==> src/rtl/core/uart_rx_tx_ring_buffers_unit_assert.svh <==
// Assertion macros shared by the RTL that checks itself.
// Every macro samples on clk and is disabled while arst_n is low.
`ifndef UART_RX_TX_RING_BUFFERS_UNIT_ASSERT_SVH
`define UART_RX_TX_RING_BUFFERS_UNIT_ASSERT_SVH

// Property that must hold on every edge outside reset
`define URTRB_ASSERT(lbl, prop, msg) \
	lbl: assert property (@(posedge clk) disable iff (!arst_n) (prop)) else $error(msg);

// Condition on one edge implies a consequence on the next edge
`define URTRB_ASSERT_NEXT(lbl, ante, cons, msg) \
	lbl: assert property (@(posedge clk) disable iff (!arst_n) (ante) |=> (cons)) else $error(msg);

`endif

==> src/rtl/core/urtrb_pkg.sv <==
`timescale 1ns / 1ps
`default_nettype none

package urtrb_pkg;

	// Stream payload widths
	localparam int IN_TDATA_W  = 16;
	localparam int OUT_TDATA_W = 32;
	localparam int BYTE_W      = 8;
	localparam int FILL_W      = 5;

	// Command codes carried in the low bits of the input tdata
	typedef enum logic [2:0] {
		CMD_TX_WRITE = 3'd0,
		CMD_RX_READ  = 3'd1,
		CMD_RX_BYTE  = 3'd2,
		CMD_TX_READY = 3'd3,
		CMD_CLR_RX   = 3'd4,
		CMD_CLR_TX   = 3'd5
	} cmd_t;

	// One operation on a ring, already qualified by the input transaction
	typedef struct packed {
		logic push;
		logic pop;
		logic clear;
	} ring_op_t;

endpackage

`default_nettype wire

==> src/rtl/core/urtrb_ram.sv <==
`timescale 1ns / 1ps
`default_nettype none

module urtrb_ram #(
	parameter int WIDTH = 8,
	parameter int DEPTH = 16
) (
	input  wire logic                     clk,
	input  wire logic                     we,
	input  wire logic [$clog2(DEPTH)-1:0] waddr,
	input  wire logic [WIDTH-1:0]         wdata,
	input  wire logic                     re,
	input  wire logic [$clog2(DEPTH)-1:0] raddr,
	output logic      [WIDTH-1:0]         rdata
);

	logic [WIDTH-1:0] mem_q [DEPTH];

	// Single write port
	always_ff @(posedge clk) begin
		if (we) begin
			mem_q[waddr] <= wdata;
		end
	end

	// Registered read, holds while re is low
	always_ff @(posedge clk) begin
		if (re) begin
			rdata <= mem_q[raddr];
		end
	end

endmodule

`default_nettype wire

==> src/rtl/core/urtrb_ring.sv <==
`timescale 1ns / 1ps
`default_nettype none

module urtrb_ring #(
	parameter int DEPTH = 16
) (
	input  wire logic                         clk,
	input  wire logic                         arst_n,
	input  wire urtrb_pkg::ring_op_t          op,
	input  wire logic [urtrb_pkg::BYTE_W-1:0] wdata,
	output logic                              ok,
	output logic [$clog2(DEPTH+1)-1:0]        level,
	output logic [$clog2(DEPTH+1)-1:0]        level_nxt,
	output logic [urtrb_pkg::BYTE_W-1:0]      rdata
);

	localparam int AW = $clog2(DEPTH);
	localparam int LW = $clog2(DEPTH+1);

	logic [LW-1:0] level_q;
	logic [AW-1:0] head_q, head_d;
	logic [AW-1:0] tail_q, tail_d;
	logic          push_ok, pop_ok;

	assign push_ok = op.push && (level_q != LW'(DEPTH));
	assign pop_ok  = op.pop && (level_q != '0);
	assign ok      = push_ok || pop_ok;
	assign level   = level_q;

	// Pointer and level update; clear wins
	always_comb begin
		level_nxt = level_q;
		head_d    = head_q;
		tail_d    = tail_q;
		priority if (op.clear) begin
			level_nxt = '0;
			head_d    = '0;
			tail_d    = '0;
		end else if (push_ok) begin
			level_nxt = level_q + LW'(1);
			tail_d    = (tail_q == AW'(DEPTH-1)) ? '0 : tail_q + AW'(1);
		end else if (pop_ok) begin
			level_nxt = level_q - LW'(1);
			head_d    = (head_q == AW'(DEPTH-1)) ? '0 : head_q + AW'(1);
		end
	end

	always_ff @(posedge clk or negedge arst_n) begin
		if (!arst_n) begin
			level_q <= '0;
			head_q  <= '0;
			tail_q  <= '0;
		end else begin
			level_q <= level_nxt;
			head_q  <= head_d;
			tail_q  <= tail_d;
		end
	end

	// Byte storage: write at tail, read at head
	urtrb_ram #(
		.WIDTH(urtrb_pkg::BYTE_W),
		.DEPTH(DEPTH)
	) u_ram (
		.clk  (clk),
		.we   (push_ok),
		.waddr(tail_q),
		.wdata(wdata),
		.re   (pop_ok),
		.raddr(head_q),
		.rdata(rdata)
	);

endmodule

`default_nettype wire

==> src/rtl/core/uart_rx_tx_ring_buffers_unit.sv <==
// UART byte buffering: a receive ring FIFO and a transmit ring FIFO.
// Input stream (s_axis): one command per transaction. Commands are tx write,
// rx read, rx byte arrived, tx ready, clear rx and clear tx; codes six and
// seven do nothing and report accepted 0.
// Output stream (m_axis): exactly one result per command, in order, carrying
// the accepted flag, popped bytes, the tx interrupt enable and both levels.
// Timing: the stage register, the ring pointers and the byte memory read
// data all update at the input transaction edge; the result register loads
// from the stage register once it is free, and m_axis_tvalid rises with it.
// Throughput: one command per cycle while m_axis_tready stays high; each ring
// has one write and one read port and a registered pointer update.
// Stall: if m_axis_tready stays low, the result register and the stage
// register fill, then s_axis_tready drops; nothing is lost or repeated.
// Reset: arst_n clears both FIFO levels and pointers, the tx interrupt enable
// and all valid flags. Stored bytes are not cleared; only written entries are
// ever read back.
`timescale 1ns / 1ps
`default_nettype none

module uart_rx_tx_ring_buffers_unit #(
	parameter int RX_DEPTH = 16,
	parameter int TX_DEPTH = 16
) (
	input  wire logic                                clk,
	input  wire logic                                arst_n,
	input  wire logic                                s_axis_tvalid,
	output logic                                     s_axis_tready,
	// command[2:0], data_in[10:3], uart_busy[11], zero [15:12]
	input  wire logic [urtrb_pkg::IN_TDATA_W-1:0]    s_axis_tdata,
	output logic                                     m_axis_tvalid,
	input  wire logic                                m_axis_tready,
	// accepted[0], read_byte[8:1], tx_byte[16:9], tx_byte_valid[17],
	// tx_irq_enable[18], rx_fill[23:19], tx_fill[28:24], zero [31:29]
	output logic [urtrb_pkg::OUT_TDATA_W-1:0]        m_axis_tdata
);

	localparam int RX_LW = $clog2(RX_DEPTH+1);
	localparam int TX_LW = $clog2(TX_DEPTH+1);

	urtrb_pkg::cmd_t                 command;
	logic [urtrb_pkg::BYTE_W-1:0]    data_in;
	logic                            uart_busy;
	logic                            accept;
	logic                            out_free;
	urtrb_pkg::ring_op_t             rx_op, tx_op;
	logic                            rx_ok, tx_ok;
	logic [RX_LW-1:0]                rx_level, rx_level_nxt;
	logic [TX_LW-1:0]                tx_level, tx_level_nxt;
	logic [urtrb_pkg::BYTE_W-1:0]    rx_rdata, tx_rdata;
	logic                            accepted_d;
	logic                            irq_q, irq_d;

	logic                            valid_s1;
	logic                            accepted_s1, rx_pop_s1, tx_pop_s1, irq_s1;
	logic [urtrb_pkg::FILL_W-1:0]    rx_fill_s1, tx_fill_s1;
	logic [urtrb_pkg::BYTE_W-1:0]    read_byte, tx_byte;

	logic                            m_tvalid_q;
	logic [urtrb_pkg::OUT_TDATA_W-1:0] m_tdata_q;

	// Input field split
	assign command   = urtrb_pkg::cmd_t'(s_axis_tdata[2:0]);
	assign data_in   = s_axis_tdata[10:3];
	assign uart_busy = s_axis_tdata[11];

	// Handshake: the stage moves when the result register can take it
	assign out_free      = !m_tvalid_q || m_axis_tready;
	assign s_axis_tready = !valid_s1 || out_free;
	assign accept        = s_axis_tvalid && s_axis_tready;

	// Command decode into ring operations
	always_comb begin
		rx_op = '0;
		tx_op = '0;
		if (accept) begin
			unique case (command)
				urtrb_pkg::CMD_TX_WRITE: tx_op.push  = 1'b1;
				urtrb_pkg::CMD_RX_READ:  rx_op.pop   = 1'b1;
				urtrb_pkg::CMD_RX_BYTE:  rx_op.push  = 1'b1;
				urtrb_pkg::CMD_TX_READY: tx_op.pop   = 1'b1;
				urtrb_pkg::CMD_CLR_RX:   rx_op.clear = 1'b1;
				urtrb_pkg::CMD_CLR_TX:   tx_op.clear = 1'b1;
				default: ;
			endcase
		end
	end

	urtrb_ring #(.DEPTH(RX_DEPTH)) u_rx_ring (
		.clk      (clk),
		.arst_n   (arst_n),
		.op       (rx_op),
		.wdata    (data_in),
		.ok       (rx_ok),
		.level    (rx_level),
		.level_nxt(rx_level_nxt),
		.rdata    (rx_rdata)
	);

	urtrb_ring #(.DEPTH(TX_DEPTH)) u_tx_ring (
		.clk      (clk),
		.arst_n   (arst_n),
		.op       (tx_op),
		.wdata    (data_in),
		.ok       (tx_ok),
		.level    (tx_level),
		.level_nxt(tx_level_nxt),
		.rdata    (tx_rdata)
	);

	// Accepted flag and tx interrupt enable
	always_comb begin
		accepted_d = 1'b0;
		irq_d      = irq_q;
		unique case (command)
			urtrb_pkg::CMD_TX_WRITE: begin
				accepted_d = tx_ok;
				if (tx_level == '0 && !uart_busy) begin
					irq_d = 1'b1;
				end
			end
			urtrb_pkg::CMD_RX_READ,
			urtrb_pkg::CMD_RX_BYTE: accepted_d = rx_ok;
			urtrb_pkg::CMD_TX_READY: begin
				accepted_d = tx_ok;
				if (tx_level_nxt == '0) begin
					irq_d = 1'b0;
				end
			end
			urtrb_pkg::CMD_CLR_RX,
			urtrb_pkg::CMD_CLR_TX: accepted_d = 1'b1;
			default: ;
		endcase
	end

	always_ff @(posedge clk or negedge arst_n) begin
		if (!arst_n) begin
			irq_q    <= 1'b0;
			valid_s1 <= 1'b0;
		end else begin
			if (accept) begin
				irq_q <= irq_d;
			end
			if (s_axis_tready) begin
				valid_s1 <= accept;
			end
		end
	end

	// Stage register, aligned with the memory read data
	always_ff @(posedge clk) begin
		if (accept) begin
			accepted_s1 <= accepted_d;
			rx_pop_s1   <= rx_op.pop && rx_ok;
			tx_pop_s1   <= tx_op.pop && tx_ok;
			irq_s1      <= irq_d;
			rx_fill_s1  <= urtrb_pkg::FILL_W'(rx_level_nxt);
			tx_fill_s1  <= urtrb_pkg::FILL_W'(tx_level_nxt);
		end
	end

	assign read_byte = rx_pop_s1 ? rx_rdata : '0;
	assign tx_byte   = tx_pop_s1 ? tx_rdata : '0;

	// Result register
	always_ff @(posedge clk or negedge arst_n) begin
		if (!arst_n) begin
			m_tvalid_q <= 1'b0;
		end else if (out_free) begin
			m_tvalid_q <= valid_s1;
		end
	end

	always_ff @(posedge clk) begin
		if (out_free && valid_s1) begin
			m_tdata_q <= {3'b000, tx_fill_s1, rx_fill_s1, irq_s1, tx_pop_s1,
				tx_byte, read_byte, accepted_s1};
		end
	end

	assign m_axis_tvalid = m_tvalid_q;
	assign m_axis_tdata  = m_tdata_q;

`include "uart_rx_tx_ring_buffers_unit_assert.svh"

	`URTRB_ASSERT(a_rx_level_range, rx_level <= RX_LW'(RX_DEPTH), "rx level beyond depth")
	`URTRB_ASSERT(a_tx_level_range, tx_level <= TX_LW'(TX_DEPTH), "tx level beyond depth")
	`URTRB_ASSERT(a_txv_implies_acc, !m_axis_tvalid || !m_axis_tdata[17] || m_axis_tdata[0], "tx byte valid without accepted")
	`URTRB_ASSERT_NEXT(a_clr_rx_empties, accept && command == urtrb_pkg::CMD_CLR_RX, rx_level == '0, "rx clear left bytes")

endmodule

`default_nettype wire
==> config.mk <==
export PLATFORM = sky130hd
export DESIGN_NAME = uart_rx_tx_ring_buffers_unit
export DESIGN_NICKNAME = d
export VERILOG_FILES = /design/src/rtl/core/urtrb_pkg.sv /design/src/rtl/core/urtrb_ram.sv /design/src/rtl/core/urtrb_ring.sv /design/src/rtl/core/uart_rx_tx_ring_buffers_unit.sv
export VERILOG_INCLUDE_DIRS = /design/src /design/src/rtl/core
export SDC_FILE = /design/constraint.sdc
export NUM_CORES = 1
export LEC_CHECK = 0
export BUFFER_PORTS_ARGS = -buffer_cell sky130_fd_sc_hd__buf_4
export CORE_MARGIN = 2
export CORE_UTILIZATION = 61
export DETAILED_ROUTE_END_ITERATION = 10
export PLACE_DENSITY_LB_ADDON = 0.2
export SETUP_SLACK_MARGIN = 0.5
export SYNTH_ARGS = -nofsm -noshare
export SYNTH_HDL_FRONTEND = slang
export SYNTH_SLANG_ARGS = --single-unit
export TNS_END_PERCENT = 1
==> constraint.sdc <==
create_clock -name clk -period 3.15 [get_ports clk]
set_input_delay 0.63 -clock clk [delete_from_list [all_inputs] [get_ports clk]]
set_output_delay 0.63 -clock clk [all_outputs]
set_load 0.05 [all_outputs]
==> results.json <==
{
  "clock_latency_ns": 0.50,
  "cap_violations": 0,
  "finalSetupViolCount": 0,
  "p_total_mw": 11.82,
  "synth_cells": 744,
  "crit_buf_inv": 1,
  "cts-buffers-inserted": 34,
  "cts_tree": "built",
  "gp_congestion": 0.9048,
  "worstSetupPathType": "reg -> reg",
  "slew_viol_final": 0,
  "synth-async-reset-ratio": 0.08430,
  "yosysSeqAreaShare": 0.7457,
  "layout.nets": 840,
  "layout_min_cycle_time_ns": 2.640,
  "totalWireLength_mm": 27.28,
  "fmax_mhz": 378.7,
  "hold_viol": 0,
  "post_cts_buffers": 0,
  "rsz0062_at_grt": "true",
  "die_h_um": 153.6,
  "synth.area.top_cells": "edfxtp_1, mux4_2, dfrtp_1",
  "io_pins": 54,
  "hpwl_mm": 16.80,
  "grt_remaining_overflow": 0,
  "seq_area_um2": 10190,
  "clk_pin_slew_ns": 0.06,
  "h-tree-depth": 2,
  "ys_types": 60,
  "nFillCells": 1300,
  "grt_max_degree": 37,
  "ys_ff_latch": 344,
  "worstReg2RegStart": "u_rx_ring.level[0]",
  "avgSynthCellArea_um2": 18.36,
  "drt_iter0_drc": 909,
  "synth_enable_flop_cells": 315,
  "grt_usage": 0.2381,
  "start_util": 0.6239,
  "cpPeakStageDelay_ns": 0.46,
  "viasPerCell": 6.390,
  "cts_root_buf": "clkbuf_16",
  "ctsResizeCount": 0,
  "drcViolationCount": 0,
  "ir_drop_uv": 417.9,
  "finalCritPeriodShare": 0.8382,
  "path_cells": "inv_1 > ha_1 > nand2b_1 > o311ai_1 > or2_2 > nor3_1 > and2_1",
  "multiInputGateArea_um2": 3287,
  "synth_top_area_frac": 0.6926,
  "reg2reg_slack_ns": 0.51,
  "path_max_fanout": 8,
  "reg2reg_to": "u_rx_ring.u_ram.mem_q[5][6]",
  "fp.dieW_um": 153.6,
  "cts_hold_buffers": 0,
  "coreArea_um2": 21890,
  "cp_data_required_time_ns": 3.30,
  "area_growth_pct": 13.22,
  "cp_slowest_cell": "and2_1",
  "grt_pass1_wl_mm": 42.26,
  "drive_gt1_frac": 0.2154,
  "clk_path_buf_depth": 3,
  "ys_warn_count": 0,
  "status": "finished clean",
  "ys.flop_type": "edfxtp_1",
  "antenna_cells": 0,
  "netlist_area_um2": 13660,
  "cp-end-kind": "register",
  "die-area_um2": 23600,
  "post_drt_wl_per_cell_um": 24.55,
  "setup_tns_ns": 0,
  "worst_slew_pin_slew_ns": 0.6373,
  "cts.sinks": 344,
  "p_per_area_nw_per_um2": 764.2,
  "slew_headroom": 0.5751,
  "drtAntennaViolNets": 0,
  "grt_pass1_vias": 7102,
  "antenna_found_initial": 0,
  "vias": 7099,
  "dr.pass1.iters": 5,
  "cp_top_family": "simple AND/OR/NAND/NOR gates",
  "cp.arrival_ns": 2.79,
  "setup.worst_path.start_class": "register",
  "reg2reg_depth": 7,
  "synth.largest_area_cell": "edfxtp_1",
  "hold_path.class": "in -> async",
  "port_buffers": 46,
  "fin_skew_ns": 0.01498,
  "num_rows": 54,
  "power_leakage_nw": 5.261
}
## area by class of cell
class,count,share of cell area
inverters,16,0.003884
multi-input cells,351,0.2126
clock inverters,14,0.01036
flip-flops and latches,344,0.6588
well taps,280,0.02266
clock buffers,47,0.06230
repair buffers,59,0.02945
## cell families after synthesis
kind of cell / share of synthesized area
buf+inv: 0.01576
mux: 0.1187
xor+xnor: 0.005130
fa+ha+maj: 0.01283
simple gates: 0.06239
other cells: 0.0002746
flops: 0.7457
compound gates: 0.03921
## power breakdown
| part | switching [mW] | internal [mW] |
|---|---|---|
| Combinational | 1.30 | 1.01 |
| Sequential | 0.212 | 5.25 |
| Clock | 1.59 | 2.46 |
| Total | 3.10 | 8.72 |
## layer usage
metal  wire length [um]  GRT usage
met5                  0          0
met4                788    0.07820
met3               2234    0.03636
met2              13020     0.3680
met1              11230     0.3577
## how the worst max path moves through the flow
stage | startpoint | to | slack (ns) | cells after the start
after floorplan | m_axis_tvalid | irq_s1 | 0.34 | 7
after global placement | m_axis_tready | u_tx_ring.u_ram.mem_q[2][3] | 0.34 | 6
after detailed placement | m_axis_tready | u_tx_ring.u_ram.mem_q[3][3] | 0.21 | 6
after CTS | u_tx_ring.level[0] | irq_s1 | 0.51 | 7
after global routing | u_tx_ring.level[0] | irq_s1 | 0.41 | 7
final | u_rx_ring.level[0] | u_rx_ring.u_ram.mem_q[5][6] | 0.51 | 7
## cells in the final DEF (no fill, tap or decap), types with 11 or more instances in the layout
| cell | count |
|---|---|
| edfxtp_1 | 315 |
| o21ai_0 | 21 |
| dfrtp_1 | 27 |
| inv_1 | 15 |
| nor2_1 | 26 |
| ha_1 | 14 |
| buf_4 | 58 |
| and2_1 | 37 |
| mux4_2 | 56 |
| and3_1 | 11 |
| mux2i_1 | 27 |
| clkbuf_16 | 37 |
| a21oi_1 | 17 |
| nand2_1 | 33 |
## state kept, by name, indices dropped and copies added (netlist names), 4 cells and up
register               count
u_rx_ring.u_ram.rdata      8
u_tx_ring.level            5
u_tx_ring.u_ram.rdata      8
u_tx_ring.u_ram.mem_q    128
rx_fill_s1                 5
u_rx_ring.u_ram.mem_q    128
m_axis_tdata              29
u_rx_ring.head_q           4
u_rx_ring.tail_q           4
u_rx_ring.level            5
u_tx_ring.tail_q           4
tx_fill_s1                 5
u_tx_ring.head_q           4
## synth_stat cells (2+ instances only)
master / number
edfxtp_1: 315
mux4_2: 56
and2_1: 38
nand2_1: 33
dfrtp_1: 29
mux2i_1: 27
nor2_1: 26
o21ai_0: 21
clkbuf_1: 19
a21oi_1: 17
inv_1: 15
ha_1: 14
and3_1: 11
a22oi_1: 10
buf_2: 10
nor3_1: 9
a221oi_1: 8
mux2_2: 8
nand2b_1: 5
o21ai_1: 5
nand3_1: 4
o31ai_1: 4
xnor2_1: 4
xor2_1: 4
and4_1: 3
buf_1: 3
buf_4: 3
nand3b_1: 3
nand4_1: 3
nor4_1: 3
a22o_1: 2
a311oi_1: 2
a31oi_1: 2
or4_1: 2
## per-stage QoR
step                      utilization  hold slack, ns  cells  instance area (um2)  setup slack [ns]
after floorplan                     -          0.3344    746                13670            0.3414
after global placement         0.6546          0.4026   1050                14330            0.3401
after detailed placement       0.6546          0.4075   1050                14330            0.2147
after CTS                      0.7059         0.05938   1111                15450            0.5071
after global routing           0.7064         0.08400   1111                15460            0.4092
final                          0.7064         0.05609   1111                15460            0.5096
Power figures use the tool's default switching activity.
